==> src/rtl/core/hptl_pkg.sv <==
// Package for the hex palette text loader: sizes, command codes, status
// codes, parser states and character helpers. No dependencies.
package hptl_pkg;

  localparam int COLORS        = 64;
  localparam int EMPHASIS_SETS = 8;
  localparam int DIGIT_CAP     = 3072;
  localparam int ONE_TABLE_BYTES = COLORS * 3;
  localparam int ALL_TABLE_BYTES = COLORS * 3 * EMPHASIS_SETS;
  localparam int IDX_W   = $clog2(COLORS);
  localparam int EMP_W   = $clog2(COLORS * EMPHASIS_SETS);
  localparam int RAW_W   = $clog2(ALL_TABLE_BYTES);
  localparam int DCNT_W  = $clog2(DIGIT_CAP + 1);
  localparam int TCNT_W  = $clog2(COLORS + 1);
  localparam int QDEPTH  = 4;
  localparam int QPTR_W  = $clog2(QDEPTH);

  typedef enum logic [1:0] {
    CMD_TEXT = 2'd0,
    CMD_READ = 2'd1,
    CMD_SET  = 2'd2,
    CMD_NONE = 2'd3
  } cmd_t;

  typedef enum logic [1:0] {
    ST_OK    = 2'd0,
    ST_RAW1  = 2'd1,
    ST_RAW8  = 2'd2,
    ST_REJ   = 2'd3
  } status_t;

  typedef enum logic [3:0] {
    TS_SKIP   = 4'd0,
    TS_HASH   = 4'd1,
    TS_ZERO   = 4'd2,
    TS_AFTERX = 4'd3,
    TS_DIG0   = 4'd4,
    TS_DIG1   = 4'd5,
    TS_DIG2   = 4'd6,
    TS_DIG3   = 4'd7,
    TS_DIG4   = 4'd8,
    TS_DIG5   = 4'd9,
    TS_AFTER6 = 4'd10,
    TS_DONE   = 4'd11
  } tstate_t;

  // Kinds of work handed from the front to the back.
  typedef enum logic [1:0] {
    OP_READ   = 2'd0,
    OP_SET    = 2'd1,
    OP_COMMIT = 2'd2
  } op_t;

  typedef enum logic [2:0] {
    BK_IDLE,
    BK_READ,
    BK_TOKEN,
    BK_RAW1,
    BK_RAW8,
    BK_FIN,
    BK_CLR
  } bstate_t;

  typedef struct packed {
    op_t              op;
    logic [IDX_W-1:0] idx;
    logic [3:0]       sel;
    logic [23:0]      rgb;
    status_t          status;
  } work_t;

  function automatic logic [4:0] hex_value(input logic [7:0] c);
    logic [4:0] r;
    r = 5'd16;
    if (c >= 8'h30 && c <= 8'h39) r = 5'(c - 8'h30);
    else if (c >= 8'h61 && c <= 8'h66) r = 5'(c - 8'h61 + 8'd10);
    else if (c >= 8'h41 && c <= 8'h46) r = 5'(c - 8'h41 + 8'd10);
    return r;
  endfunction

  function automatic logic is_sep(input logic [7:0] c);
    return c == 8'h20 || c == 8'h0A || c == 8'h0D || c == 8'h09 ||
           c == 8'h2C || c == 8'h3B;
  endfunction

endpackage

==> src/rtl/core/hptl_queue.sv <==
// Short work queue between the front end and the back end. Uses hptl_pkg.
module hptl_queue import hptl_pkg::*; (
  input  logic  clk,
  input  logic  rst,
  input  logic  push,
  input  work_t push_data,
  output logic  full,
  output logic  almost_full,
  input  logic  pop,
  output logic  empty,
  output work_t head
);

  work_t             mem [QDEPTH];
  logic [QPTR_W-1:0] wptr, rptr;
  logic [QPTR_W:0]   count;

  assign full        = count == (QPTR_W+1)'(QDEPTH);
  assign almost_full = count >= (QPTR_W+1)'(QDEPTH - 1);
  assign empty       = count == '0;
  assign head        = mem[rptr];

  always_ff @(posedge clk) begin
    if (rst) begin
      wptr  <= '0;
      rptr  <= '0;
      count <= '0;
    end else begin
      if (push && !full) wptr <= wptr + 1'b1;
      if (pop && !empty) rptr <= rptr + 1'b1;
      count <= count + (QPTR_W+1)'(push && !full) - (QPTR_W+1)'(pop && !empty);
    end
  end

  always_ff @(posedge clk) begin
    if (push && !full) mem[wptr] <= push_data;
  end

endmodule

==> config.mk <==
export PLATFORM = sky130hd
export DESIGN_NAME = hptl_queue
export DESIGN_NICKNAME = d
export VERILOG_FILES = /design/src/rtl/core/hptl_pkg.sv /design/src/rtl/core/hptl_queue.sv
export SDC_FILE = /design/constraint.sdc
export NUM_CORES = 1
export LEC_CHECK = 0
export ABC_CLOCK_PERIOD_IN_PS = 2600
export BUFFER_PORTS_ARGS = -buffer_cell sky130_fd_sc_hd__buf_4
export CAP_MARGIN = 0
export CORE_MARGIN = 3
export CORE_UTILIZATION = 45
export DETAILED_ROUTE_END_ITERATION = 12
export REMOVE_ABC_BUFFERS = 1
export SLEW_MARGIN = 20
export SYNTH_ARGS = -nofsm -noshare
export SYNTH_HDL_FRONTEND = slang
export SYNTH_SLANG_ARGS = --single-unit
==> constraint.sdc <==
create_clock -name clk -period 2.6 [get_ports clk]
set_clock_uncertainty 0.2 [all_clocks]
set_input_delay 0.52 -clock clk [delete_from_list [all_inputs] [get_ports clk]]
set_output_delay 0.52 -clock clk [all_outputs]
set_load 0.05 [all_outputs]
## After elaboration in Yosys (flattened, before gate mapping)

Memories as Yosys holds them, arrays and structs flattened. A register that Yosys moved wholly into a read port is not among the register bits.
Index checks and enable logic that the tools add are counted.

- Word-level logic and storage cells: 19
- Output and inout bits: 41
- Register bits: 7
- Memories kept: 1
- Memory bits (writable): 152

Memories:

| memory | words | width | read ports | clocked after Yosys merged registers in | wr ports | line | RTL |
|---|---|---|---|---|---|---|---|
| mem | 4 | 38 | 1 | 1 | 1 | hptl_queue.sv:14 | `work_t mem [QDEPTH];` |

- Reduce and logical (&&, ||, !) cells: 5
- Add/sub/neg operators: 4
- $lt $le $gt $ge: 1
- Equality and inequality tests: 1
- Mux-type cells: 4

Operator list:

| operator | count |
|---|---|
| $add 2x1->2 const B | 2 |
| $mux 2 | 2 |
| $add 3x1->3 | 1 |
| $eq 3x3->1 const B | 1 |
| $ge 3x2->1 const B | 1 |
| $logic_not 3->1 | 1 |
| $sub 3x1->3 | 1 |
| $logic_and 1x1->1 | 2 |
| $logic_not 1->1 | 2 |
| $mux 1 | 2 |

## Depth between registers and ports, before layout

- Depth after elaboration: 5
- Depth in mapped cells: 10
- Gate-level depth less buffers: 10

## Worst setup path before layout

OpenSTA, ideal clock, no wires.

- Path kind: register -> register
- Start: register count[1]
- End: register count[2]
- Data arrival time: 2.379 ns
- Buffers on the path: 0
- Data required time: 2.275 ns
- Cell stages (with the launch flop): 11
- Setup slack: -0.103 ns
- Clock period less this slack: 2.703 ns
- Path through: dfxtp_1 > nor3b_2 > nor2_1 > inv_1 > ha_1 > inv_1 > ha_1 > inv_1 > fa_1 > xor2_1 > nor2_1

- Cells in the longest elaborated chain, start to end: 5

RTL lines:

| item | line | RTL |
|---|---|---|
| start, declared | hptl_queue.sv:16 | `logic [QPTR_W:0] count;` |
| start signal, assigned | hptl_queue.sv:31 | `count <= count + (QPTR_W+1)'(push && !full) - (QPTR_W+1)'(pop && !empty);` |
| $eq 3x3->1 | hptl_queue.sv:18 | `assign full = count == (QPTR_W+1)'(QDEPTH);` |
| named net full | hptl_queue.sv:7 | `output logic full,` |
| $logic_not 1->1 | hptl_queue.sv:31 |  |
| $logic_and 1x1->1 | hptl_queue.sv:31 |  |
| $add 3x1->3 | hptl_queue.sv:31 |  |
| $sub 3x1->3 | hptl_queue.sv:31 |  |

The timed path passes the listed nets, and every way through them passes these cells.
A chain may end at the register's enable or synchronous reset.

==> run_results.csv <==
group,metric,value,unit
critical_path,path_cells,"buf_4, mux4_2, buf_4",
placement,portBuffers,82,
sta,period_needed,2480,ps
drt,routedWlPerCell,18.8,um
power_and_ir_drop,p_int,5720,uW
sta,finalSetupViolations,0,
critical_path,crit_arrival,1760,ps
clock_tree,path_clk_slew,60,ps
drt,first_pass_iters,4,
sta,period_share,95.4,%
synthesis,synth_area,5980,um2
sta,maxSlewViolCount,0,
power_and_ir_drop,cellPowerDensity,1110,nW/um2
sta,fmax,0.403,GHz
floorplanning,start_util,46.6,%
floorplanning,die_area,14700,um2
floorplanning,rows,41,
worst_hold_path,min_path_type,"in2reg",
critical_path,end_kind,"output port",
drt,detail_route.vias_per_cell,5.01,
clock_tree,htreeDepth,4,
critical_path,reg2reg_slack,360,ps
grt,grt_start_max_net_pins,33,
power_and_ir_drop,p_sw,2670,uW
sta,setup_tns,0,ps
synthesis,syn_area_per_cell,23.8,um2
drt,routed_wl,10.2,mm
grt,grt_pass1_wl,15.8,mm
drt,vias,2723,
sta,worstMarginPinSlew,349,ps
clock_tree,clock_path_buffers,2,
synthesis,synthCells,251,
run_status,status,"finished clean",
cells_and_area,area_delta_synth_final,26.6,%
critical_path,reg2reg_from,"count[1]",
drt,initialDrtViolationCount,240,
sta,rsz0062_at_grt,"false",
synthesis,yosys_warnings,0,
floorplanning,num_io_pins,83,
run,cap_viol_max_count,0,
cells_and_area,drive_above_1_share,46.1,%
critical_path,slowest_delay,520,ps
power_and_ir_drop,cellLeakagePower,0.00263,uW
placement,dp_hpwl,6.36,mm
cells_and_area,num_antenna_cells,0,
floorplanning,die_w,121,um
critical_path,path_buf_inv,2,
power_and_ir_drop,combPwrFrac,32.2,%
cells_and_area,final_nets,408,
clock_tree,cts_sinks,161,
sta,hold_viol_final,0,
critical_path,crit_fanout,6,
critical_path,r2r_end,"count[2]",
grt,grt_use_total,15.0,%
floorplanning,die_h,121,um
critical_path,cp_common_cell,"buf_4",
grt,grt_pass1_vias,2924,
critical_path,cp.depth,3,
critical_path,cpMaxStageDelayCell,"mux4_2",
critical_path,critPathLaunchType,"flop",
synthesis,synth_seq_cells,161,
drt,postRouteAntennaNets,0,
critical_path,cpLargestDelayFamily,"multiplexers",
drt,drc_errors,0,
power_and_ir_drop,seqPwrFrac,38.4,%
placement,place.gp.congestion,0.662,
cells_and_area,final_cell_mix,"edfxtp_1 (152), buf_4 (83), mux4_2 (38), clkbuf_16 (18), inv_1 (8)",
critical_path,crit_end,"head[33]",
cells_and_area,fill_cells,958,
sta,slew_headroom,76.5,%
sta,fin_hold_ws,108,ps
critical_path,crit_type,"reg2out",
clock_tree,root_buffer,"clkbuf_16",
critical_path,r2r_cells,9,
grt,grt_overflow_total,0,
clock_tree,clkLatencyLatePin,410,ps
floorplanning,core-area,12800,um2
critical_path,required,1880,ps
power_and_ir_drop,switching_share,31.8,%
cells_and_area,final_common_cell,"edfxtp_1",
synthesis,yosysSeqAreaShare,79.3,%
clock_tree,cts_buffers,17,
clock_tree,tritoncts,"done",
grt,antenna_found_initial,0,
synthesis,ys_types,24,
power_and_ir_drop,vdd_drop_max,0.521,mV
power_and_ir_drop,clkPwrFrac,29.4,%
==> cell usage after synthesis <==
cell / number / area share, %
dfxtp_1: 9 / 3.0
buf_4: 1 / 0.13
and2_1: 4 / 0.42
nor2_1: 5 / 0.31
a21oi_1: 2 / 0.17
fa_1: 1 / 0.33
o21ai_0: 3 / 0.25
nor3b_2: 1 / 0.21
o31ai_1: 1 / 0.13
inv_1: 8 / 0.50
buf_12: 2 / 0.67
nand2b_1: 2 / 0.21
buf_2: 3 / 0.25
buf_6: 1 / 0.19
nand2_1: 2 / 0.13
xor2_1: 2 / 0.29
nor3_1: 1 / 0.084
mux2i_1: 1 / 0.17
edfxtp_1: 152 / 76
ha_1: 7 / 1.5
or3_1: 2 / 0.21
clkbuf_1: 2 / 0.13
mux4_2: 38 / 14
nor2b_1: 1 / 0.10
==> worst reg2reg max path: stages (launching register included) <==
cell and delay [ps]:
dfxtp_1 380, o31ai_1 390, inv_1 80, ha_1 300
inv_1 60, ha_1 120, inv_1 40, fa_1 370
xor2_1 140, nor2_1 50
==> flip-flops by register name (all words and copies together), names as in the netlist, named ones only <==
signal and count:
mem 152, count 3, rptr 2, wptr 2
==> what timing repair did <==
| item | CTS | global route |
|---|---|---|
| gates cloned | 0 | 1 |
| setup buffers | 0 | 2 |
| endpoints found under the setup margin | 33 | 33 |
| hold buffers | 0 | 0 |
| pin swaps | 0 | 0 |
| resized for setup | 8 | 0 |
==> through the flow <==
| stage | worst slack [ps] | util (%) | cells | total power, uW | instance area (um2) |
|---|---|---|---|---|---|
| floorplan | -621 | - | 242 | 5090 | 5900 |
| global placement | 363 | 53.8 | 508 | 5900 | 6900 |
| detailed placement | 341 | 53.8 | 508 | 5920 | 6900 |
| CTS | -8.55 | 58.7 | 540 | 8450 | 7530 |
| global route | 24.3 | 59.0 | 543 | 8750 | 7570 |
| finish | 118 | 59.0 | 543 | 8380 | 7570 |
==> per-layer routing <==
metal	GRT usage [%]	up-vias	part of all wire, %
li1	-	1250	-
met1	18.3	1393	42
met2	24.2	69	51
met3	5.87	11	5.8
met4	6.09	0	1.2
met5	0	-	0
==> worst min-delay path by stage <==
stage	from	endpoint	slack (ps)	depth (start not counted)
CTS	push_data[3]	mem[2][3]	80	1
global route	push_data[30]	mem[2][30]	80	1
detailed placement	rptr[1]	flop	300	2
floorplan	rptr[1]	flop	250	2
finish	push_data[12]	mem[2][12]	110	1
global placement	rptr[1]	flop	280	2
==> cells by family after synthesis <==
kind of cell	synth area share, %
flops	79.3
mux	14.5
xor+xnor	0.293
simple gates	1.67
fa+ha+maj	1.80
buf+inv	1.86
compound gates	0.544
==> power by group through the flow <==
stage	Sequential, uW	Clock, uW	Combinational [uW]
floorplan	3360	0	1720
global placement	3270	0	2620
detailed placement	3280	0	2640
CTS	3240	2530	2680
global route	3240	2650	2860
finish	3220	2470	2700
==> final cells by class <==
| class | count | area (um2) | area share, % |
|---|---|---|---|
| well taps | 172 | 215 | 2.84 |
| clock buffers | 22 | 464 | 6.13 |
| clock inverters | 10 | 135 | 1.79 |
| inverters | 8 | 30.0 | 0.397 |
| multi-input cells | 73 | 1130 | 14.9 |
| repair buffers | 97 | 847 | 11.2 |
| flip-flops and latches | 161 | 4750 | 62.7 |
Power figures use the tool's default switching activity.
